$ cat config.mk
export PLATFORM = sky130hd
export DESIGN_NAME = uart_tx_rx_ring_buffers_flat
export DESIGN_NICKNAME = d
export VERILOG_FILES = /design/src/hw/rtl/uttrb_pkg.sv /design/src/hw/rtl/uttrb_if.sv /design/src/hw/rtl/uart_tx_rx_ring_buffers.sv /design/src/flat_wrapper.sv
export SDC_FILE = /design/constraint.sdc
export NUM_CORES = 1
export LEC_CHECK = 0
export BUFFER_PORTS_ARGS = -buffer_cell sky130_fd_sc_hd__buf_2
export CAP_MARGIN = 20
export CELL_PAD_IN_SITES_DETAIL_PLACEMENT = 0
export CELL_PAD_IN_SITES_GLOBAL_PLACEMENT = 1
export CORE_MARGIN = 3
export CORE_UTILIZATION = 50
export CTS_CLUSTER_SIZE = 28
export DETAILED_ROUTE_END_ITERATION = 10
export HOLD_SLACK_MARGIN = 0.15
export PLACE_DENSITY = 0.74
export SLEW_MARGIN = 5
export SYNTH_ARGS = -nofsm -noshare
export SYNTH_HDL_FRONTEND = slang
export SYNTH_SLANG_ARGS = --single-unit
$ cat constraint.sdc
create_clock -name clk_i -period 5 [get_ports clk_i]
set_clock_uncertainty 0.1 [all_clocks]
set_input_delay 1 -clock clk_i [delete_from_list [all_inputs] [get_ports clk_i]]
set_output_delay 1 -clock clk_i [all_outputs]
set_load 0.02 [all_outputs]
$ cat src/hw/rtl/uttrb_pkg.sv
// Package for the buffered UART data path: event and result payload types,
// operation codes and status codes. No dependencies.
`default_nettype none

package uttrb_pkg;

  // Event operation codes.
  localparam logic [2:0] OP_TX_RESERVE = 3'd0;
  localparam logic [2:0] OP_TX_PUSH    = 3'd1;
  localparam logic [2:0] OP_TX_DONE    = 3'd2;
  localparam logic [2:0] OP_RX_BYTE    = 3'd3;
  localparam logic [2:0] OP_RX_READ    = 3'd4;

  // Result status codes.
  localparam logic [1:0] ST_OK       = 2'd0;
  localparam logic [1:0] ST_NO_SPACE = 2'd1;
  localparam logic [1:0] ST_FULL     = 2'd2;
  localparam logic [1:0] ST_EMPTY    = 2'd3;

  // Width of the level fields in a result.
  localparam int unsigned LevelWidth = 6;

  typedef struct packed {
    logic [2:0] operation;
    logic [7:0] data;
    logic [7:0] count;
  } evt_t;

  typedef struct packed {
    logic [1:0]            status;
    logic [7:0]            read_data;
    logic                  line_valid;
    logic [7:0]            line_byte;
    logic                  tx_busy;
    logic [LevelWidth-1:0] tx_level;
    logic [LevelWidth-1:0] rx_level;
  } res_t;

endpackage

`default_nettype wire

$ cat src/hw/rtl/uttrb_if.sv
// Valid/ready channel interfaces for event beats and result beats.
// Depends on uttrb_pkg for the payload types.
`default_nettype none

interface uttrb_evt_if;
  logic              valid;
  logic              ready;
  uttrb_pkg::evt_t   payload;

  modport source (output valid, output payload, input ready);
  modport sink   (input valid, input payload, output ready);
endinterface

interface uttrb_res_if;
  logic              valid;
  logic              ready;
  uttrb_pkg::res_t   payload;

  modport source (output valid, output payload, input ready);
  modport sink   (input valid, input payload, output ready);
endinterface

`default_nettype wire

$ cat src/hw/rtl/uart_tx_rx_ring_buffers.sv
// Top level of the buffered UART data path with transmit and receive ring queues.
// Depends on uttrb_pkg and the channel interfaces in uttrb_if.sv.
`default_nettype none

// Each event beat on evt_i (reserve, push, transmitter done, received byte,
// read) produces exactly one result beat on res_o. Both queues live in
// synchronous memories of 2^BUFFER_LOG2 bytes with registered read data and
// hold at most one entry less than that, so equal indices mean empty. An event
// passes through the idle and execute states: in the accept cycle both memories
// are read at their current read indices, and in the next cycle the event is
// evaluated, the write goes back to the memory and the indices move. The result
// lands in an output register, so a new event is accepted as soon as the block
// is back in its idle state and the result register is empty or being drained
// in that same cycle; no new event is taken while one is being executed. The
// only read that can hit an entry being written in the same event is a push to
// an idle transmitter with an empty queue; that byte is forwarded straight from
// the event instead of from the memory. Memory contents need no reset, since an
// entry is only ever read after it was written; no clearing pass is run. Levels
// are reported in 6 bits, truncated when BUFFER_LOG2 exceeds 6.

module uart_tx_rx_ring_buffers #(
  parameter int unsigned BUFFER_LOG2 = 6
) (
  input  wire          clk_i,
  input  wire          rst_ni,
  uttrb_evt_if.sink    evt_i,
  uttrb_res_if.source  res_o
);

  localparam int unsigned Depth = 1 << BUFFER_LOG2;
  localparam logic [BUFFER_LOG2-1:0] Capacity = {BUFFER_LOG2{1'b1}};
  localparam logic [BUFFER_LOG2-1:0] IdxOne   = BUFFER_LOG2'(1);
  localparam logic [BUFFER_LOG2-1:0] IdxZero  = '0;

  typedef enum logic {
    StIdle,
    StExec
  } state_e;

  state_e state_q;

  // Queue indices and transmitter flag.
  logic [BUFFER_LOG2-1:0] tx_wr_q, tx_rd_q, rx_wr_q, rx_rd_q;
  logic                   sending_q;

  // Captured event and registered memory read data.
  uttrb_pkg::evt_t        evt_q;
  logic [7:0]             tx_rdata_q, rx_rdata_q;

  // Output register.
  logic                   res_valid_q;
  uttrb_pkg::res_t        res_q;

  logic [7:0] tx_mem [Depth];
  logic [7:0] rx_mem [Depth];

  logic evt_accept;
  assign evt_i.ready = (state_q == StIdle) && (!res_valid_q || res_o.ready);
  assign evt_accept  = evt_i.valid && evt_i.ready;

  assign res_o.valid   = res_valid_q;
  assign res_o.payload = res_q;

  // ---------------------------------------------------------------------------
  // Evaluation of the captured event, done in the execute cycle.
  // ---------------------------------------------------------------------------
  logic [BUFFER_LOG2-1:0] tx_lvl, rx_lvl, tx_free, tx_wr_d, tx_rd_d, rx_wr_d, rx_rd_d;
  logic [BUFFER_LOG2-1:0] tx_lvl_put;
  logic                   tx_put_ok, rx_put_ok, tx_we, rx_we, sending_d;
  logic                   take_tx;
  logic [BUFFER_LOG2+7:0] free_ext, count_ext;
  logic [BUFFER_LOG2+7:0] tx_lvl_ext, rx_lvl_ext;
  uttrb_pkg::res_t        res_d;

  always_comb begin
    tx_lvl    = tx_wr_q - tx_rd_q;
    rx_lvl    = rx_wr_q - rx_rd_q;
    tx_free   = Capacity - tx_lvl;
    free_ext  = {8'd0, tx_free};
    count_ext = {{BUFFER_LOG2{1'b0}}, evt_q.count};
    tx_put_ok = (tx_lvl != Capacity);
    rx_put_ok = (rx_lvl != Capacity);

    tx_wr_d    = tx_wr_q;
    tx_rd_d    = tx_rd_q;
    rx_wr_d    = rx_wr_q;
    rx_rd_d    = rx_rd_q;
    sending_d  = sending_q;
    tx_we      = 1'b0;
    rx_we      = 1'b0;
    take_tx    = 1'b0;
    tx_lvl_put = tx_lvl;

    res_d            = '0;
    res_d.status     = uttrb_pkg::ST_OK;

    case (evt_q.operation)
      uttrb_pkg::OP_TX_RESERVE: begin
        if (free_ext < count_ext) begin
          res_d.status = uttrb_pkg::ST_NO_SPACE;
        end
      end
      uttrb_pkg::OP_TX_PUSH: begin
        if (tx_put_ok) begin
          tx_we      = 1'b1;
          tx_wr_d    = tx_wr_q + IdxOne;
          tx_lvl_put = tx_lvl + IdxOne;
        end else begin
          res_d.status = uttrb_pkg::ST_FULL;
        end
        if (!sending_q) begin
          sending_d = 1'b1;
          take_tx   = (tx_lvl_put != IdxZero);
        end
      end
      uttrb_pkg::OP_TX_DONE: begin
        take_tx   = (tx_lvl != IdxZero);
        sending_d = take_tx;
      end
      uttrb_pkg::OP_RX_BYTE: begin
        if (rx_put_ok) begin
          rx_we   = 1'b1;
          rx_wr_d = rx_wr_q + IdxOne;
        end else begin
          res_d.status = uttrb_pkg::ST_FULL;
        end
      end
      uttrb_pkg::OP_RX_READ: begin
        if (rx_lvl != IdxZero) begin
          res_d.read_data = rx_rdata_q;
          rx_rd_d         = rx_rd_q + IdxOne;
        end else begin
          res_d.status = uttrb_pkg::ST_EMPTY;
        end
      end
      default: begin
      end
    endcase

    if (take_tx) begin
      tx_rd_d          = tx_rd_q + IdxOne;
      res_d.line_valid = 1'b1;
      // The entry just written is the one being taken: forward the event byte.
      res_d.line_byte  = (tx_we && (tx_rd_q == tx_wr_q)) ? evt_q.data : tx_rdata_q;
    end

    tx_lvl_ext     = {8'd0, BUFFER_LOG2'(tx_wr_d - tx_rd_d)};
    rx_lvl_ext     = {8'd0, BUFFER_LOG2'(rx_wr_d - rx_rd_d)};
    res_d.tx_busy  = sending_d;
    res_d.tx_level = tx_lvl_ext[uttrb_pkg::LevelWidth-1:0];
    res_d.rx_level = rx_lvl_ext[uttrb_pkg::LevelWidth-1:0];
  end

  // ---------------------------------------------------------------------------
  // Control state, indices and output register.
  // ---------------------------------------------------------------------------
  always_ff @(posedge clk_i or negedge rst_ni) begin
    if (!rst_ni) begin
      state_q     <= StIdle;
      tx_wr_q     <= '0;
      tx_rd_q     <= '0;
      rx_wr_q     <= '0;
      rx_rd_q     <= '0;
      sending_q   <= 1'b0;
      res_valid_q <= 1'b0;
    end else begin
      if (res_valid_q && res_o.ready) begin
        res_valid_q <= 1'b0;
      end
      case (state_q)
        StIdle: begin
          if (evt_accept) begin
            state_q <= StExec;
          end
        end
        StExec: begin
          tx_wr_q     <= tx_wr_d;
          tx_rd_q     <= tx_rd_d;
          rx_wr_q     <= rx_wr_d;
          rx_rd_q     <= rx_rd_d;
          sending_q   <= sending_d;
          res_valid_q <= 1'b1;
          state_q     <= StIdle;
        end
        default: begin
          state_q <= StIdle;
        end
      endcase
    end
  end

  // Payload registers carry no reset.
  always_ff @(posedge clk_i) begin
    if (evt_accept) begin
      evt_q <= evt_i.payload;
    end
    if (state_q == StExec) begin
      res_q <= res_d;
    end
  end

  // ---------------------------------------------------------------------------
  // Queue memories: read at the read index in the accept cycle, written in the
  // execute cycle.
  // ---------------------------------------------------------------------------
  always_ff @(posedge clk_i) begin
    if (evt_accept) begin
      tx_rdata_q <= tx_mem[tx_rd_q];
    end
    if ((state_q == StExec) && tx_we) begin
      tx_mem[tx_wr_q] <= evt_q.data;
    end
  end

  always_ff @(posedge clk_i) begin
    if (evt_accept) begin
      rx_rdata_q <= rx_mem[rx_rd_q];
    end
    if ((state_q == StExec) && rx_we) begin
      rx_mem[rx_wr_q] <= evt_q.data;
    end
  end

  // ---------------------------------------------------------------------------
  // Assertions
  // ---------------------------------------------------------------------------

  // An idle transmitter never leaves bytes waiting in the transmit queue.
  a_idle_tx_empty: assert property (@(posedge clk_i) disable iff (!rst_ni)
    !sending_q |-> (tx_wr_q == tx_rd_q))
    else $error("transmitter idle with a nonempty transmit queue");

  // A byte handed to the line always leaves the transmitter running.
  a_line_busy: assert property (@(posedge clk_i) disable iff (!rst_ni)
    (res_valid_q && res_q.line_valid) |-> res_q.tx_busy)
    else $error("byte sent while the transmitter reads as idle");

  // Every accepted event moves to the execute state and then has a loaded result.
  a_result_loaded: assert property (@(posedge clk_i) disable iff (!rst_ni)
    evt_accept |=> (state_q == StExec) ##1 res_valid_q)
    else $error("accepted event did not produce a result");

endmodule

`default_nettype wire

$ cat src/flat_wrapper.sv
// flat-port wrapper written by rule: the top's interface ports become plain ports
module uart_tx_rx_ring_buffers_flat 
#(
  parameter int unsigned BUFFER_LOG2 = 6
)
  (clk_i, rst_ni, evt_i_valid, evt_i_payload, evt_i_ready, res_o_valid, res_o_payload, res_o_ready);
  uttrb_evt_if evt_i_i ();
  uttrb_res_if res_o_i ();
  input  wire clk_i;
  input  wire rst_ni;
  input wire logic [$bits(evt_i_i.valid)-1:0] evt_i_valid;
  input wire logic [$bits(evt_i_i.payload)-1:0] evt_i_payload;
  output wire logic [$bits(evt_i_i.ready)-1:0] evt_i_ready;
  output wire logic [$bits(res_o_i.valid)-1:0] res_o_valid;
  output wire logic [$bits(res_o_i.payload)-1:0] res_o_payload;
  input wire logic [$bits(res_o_i.ready)-1:0] res_o_ready;
  assign evt_i_i.valid = evt_i_valid;
  assign evt_i_i.payload = evt_i_payload;
  assign evt_i_ready = evt_i_i.ready;
  assign res_o_valid = res_o_i.valid;
  assign res_o_payload = res_o_i.payload;
  assign res_o_i.ready = res_o_ready;
  uart_tx_rx_ring_buffers #(.BUFFER_LOG2(BUFFER_LOG2)) u_core (.clk_i(clk_i), .rst_ni(rst_ni), .evt_i(evt_i_i), .res_o(res_o_i));
endmodule
==> flow_summary.json <==
{
  "drt_pre_antenna_iters": 5,
  "cts_setup_buffers": 0,
  "fin_tns_setup_ns": 0,
  "grt_max_degree": 130,
  "grtUsageTotal_pct": 20.88,
  "drv_slew": 0,
  "initial_utilization_pct": 50.89,
  "required_ns": 5.31,
  "power.internal_mw": 18.42,
  "cts_num_sinks": 1118,
  "final_area_um2": 49860,
  "synth_ff_type": "edfxtp_1",
  "hpwl_um": 58010,
  "synth-edff-count": 1091,
  "die_h_um": 304.5,
  "tritoncts": "done",
  "fp.coreArea_um2": 87560,
  "criticalPathCategory": "flop to flop",
  "avgViaCountPerCell": 5.974,
  "vias": 21590,
  "multi_input_area_um2": 10510,
  "root_buffer": "clkbuf_16",
  "seqPwrFrac_pct": 41.0,
  "ir_worst_vdd_v": 0.0006467,
  "crit_fanout": 18,
  "p_total_mw": 26.22,
  "ys_async_sr_fraction_pct": 2.415,
  "syn-instance-count": 2263,
  "finalCriticalPeriod_ns": 4.643,
  "hp-class": "primary input to asynchronous set/reset pin",
  "drt-total-wl_um": 96480,
  "synth_cell_types": 58,
  "place_area_um2": 46280,
  "clockPowerShare_pct": 30.9,
  "hold_viol": 0,
  "clk_pin_slew_ns": 0.07,
  "ys_seq_elements": 1118,
  "status": "finished, final reports clean",
  "drt_iter0_drc": 2013,
  "synth_area_per_cell_um2": 19.69,
  "layout_common_cells": "edfxtp_1, mux4_2, nor2_1",
  "place_congestion": 0.8335,
  "crit_path_start_kind": "flop",
  "ys_seq_area_share_pct": 75.04,
  "cap_viol_max_count": 0,
  "placed_cells": 3407,
  "finalSetupViolCount": 0,
  "ios": 57,
  "power_switching_mw": 7.801,
  "rows": 108,
  "cp_data_arrival_time_ns": 4.95,
  "combPwrFrac_pct": 28.1,
  "pwr_density_cell_nw_per_um2": 525.8,
  "num_antenna_cells": 0,
  "wl_per_cell_um": 26.69,
  "drive_above_1_share_pct": 21.84,
  "yosysWarnings": 0,
  "layout.cells.non_filler": 3614,
  "final_common_cell": "edfxtp_1",
  "swShare_pct": 29.75,
  "grt_antenna_before_repair": 1,
  "worstMarginPinSlew_ns": 1.144,
  "drc_errors": 0,
  "rsz0062_at_grt": "no",
  "finalCritPeriodShare_pct": 92.86,
  "syn2layout_area_growth_pct": 11.89,
  "cts_made_buffers": 109,
  "ant_nets": 0,
  "clk_path_buf_depth": 3,
  "die_area_um2": 92740,
  "synth.net_count": 2319,
  "slew_headroom_pct": 23.75,
  "regArea_um2": 33450,
  "grt_pass1_vias": 22180,
  "synth_area_um2": 44560,
  "io_buffers": 56,
  "max_freq_mhz": 215.4,
  "die-width_um": 304.5,
  "nets": 2419,
  "leakage_nw": 16.09,
  "end_kind": "flop",
  "grt-ovfl-total": 0,
  "clk_latency_ns": 0.68,
  "grt_pass1_wl_um": 145600,
  "htree_levels": 3,
  "fillers": 6509
}
==> logic make-up (layout without fill, tap and decap cells) <==
kind of cell	count (synthesis)	count (layout)	synth area share, %
xor+xnor	56	56	1.165
buf+inv	161	357	1.396
simple gates	332	332	3.431
mux	379	379	15.04
flops	1118	1118	75.04
compound gates	181	181	2.861
fa+ha+maj	36	36	1.064
==> power groups by stage <==
| stage | sequential [mW] | clock [mW] | combinational, mW |
|---|---|---|---|
| after floorplan | 11.1 | 0 | 5.14 |
| after global placement | 10.9 | 0 | 7.34 |
| after detailed placement | 10.9 | 0 | 7.40 |
| after CTS | 10.7 | 8.25 | 7.44 |
| after global routing | 10.8 | 8.64 | 7.93 |
| final | 10.7 | 8.11 | 7.37 |
==> area by class of cell <==
cell class	instances	area share (%)
tap	1155	2.899
sequential	1118	67.09
inverter	39	0.2936
clock inverter	76	1.393
clock buffer	131	5.782
multi-input combinational	984	21.08
timing repair buffer	111	1.466
==> worst max-delay path, stage by stage (launching register included) <==
cell      delay, ns
dfrtp_4        0.47
inv_1          0.11
ha_1           0.23
nor2b_1        0.13
o21ai_1        0.16
a21oi_1        0.11
o21a_1         0.18
or3_1          0.36
a2111o_1       0.47
and3_1         0.22
buf_4          0.20
xor2_1         0.17
ha_1           0.22
nor2b_1        0.06
o21ai_0        0.17
nand2b_1       0.12
a21o_1         0.18
a21oi_1        0.17
xor2_1         0.22
xnor3_1        0.34
==> timing repair <==
action,CTS,global route
gates resized for setup,0,1
hold buffers,0,0
setup endpoints to repair,0,1
==> per-layer routing <==
metal	share of wire, %	vias to the layer above	GRT usage [%]
li1	-	9455	-
met1	42	11320	29.29
met2	50	689	34.75
met3	5.2	128	3.062
met4	2.5	0	5.558
met5	0	-	0
==> registers in the layout (all words and copies together) (netlist names) <==
| name | cells |
|---|---|
| u_core.res_o.valid | 1 |
| u_core.count_ext | 8 |
| u_core.rx_mem | 512 |
| u_core.evt_q | 11 |
| u_core.tx_rd_q | 6 |
| u_core.tx_rdata_q | 8 |
| u_core.res_o.payload | 32 |
| u_core.rx_rdata_q | 8 |
| u_core.rx_wr_q | 6 |
| u_core.state_q | 1 |
| u_core.tx_wr_q | 6 |
| u_core.sending_q | 1 |
| u_core.rx_rd_q | 6 |
| u_core.tx_mem | 512 |
==> synthesized netlist by cell type (31+ instances only) <==
library cell | number | area (um2)
edfxtp_1 | 1091 | 32760
mux4_2 | 232 | 5225
nor2_1 | 165 | 619.3
mux2i_1 | 141 | 1411
clkbuf_1 | 81 | 304.0
o221ai_1 | 64 | 560.5
a21oi_1 | 56 | 280.3
nor3_1 | 46 | 230.2
xnor2_1 | 44 | 385.4
inv_1 | 34 | 127.6
o22ai_1 | 33 | 206.5
buf_1 | 32 | 120.1
nand2_1 | 31 | 116.4
==> per-stage QoR <==
step                      setup slack [ns]  hold slack, ns  util (%)
after floorplan                    0.03158          0.3783         -
after global placement              0.3621          0.3984     52.85
after detailed placement            0.2900          0.4034     52.85
after CTS                           0.2683          0.2807     56.94
after global routing               0.07638          0.2969     56.94
final                               0.3572          0.2754     56.94
==> final timing paths <==
check / from / to / slack, ns / depth (start not counted)
setup / recovery: u_core.rx_rd_q[1]$_DFFE_PN0P_ / u_core.res_o.payload[5]$_DFFE_PP_ / 0.36 / 19
hold / removal: rst_ni / u_core.tx_rd_q[2]$_DFFE_PN0P_ / 0.28 / 1
max in group asynchronous: rst_ni / u_core.rx_rd_q[0]$_DFFE_PN0P_ / 3.94 / 1
setup reg to reg: u_core.rx_rd_q[1]$_DFFE_PN0P_ / u_core.res_o.payload[5]$_DFFE_PP_ / 0.36 / 19
hold reg to reg: u_core.rx_rd_q[4]$_DFFE_PN0P_ / u_core.rx_rd_q[4]$_DFFE_PN0P_ / 0.41 / 1
min in group clk_i: evt_i_payload[12] / u_core.evt_q[12]$_DFFE_PP_ / 0.41 / 1
Power figures use the tool's default switching activity.
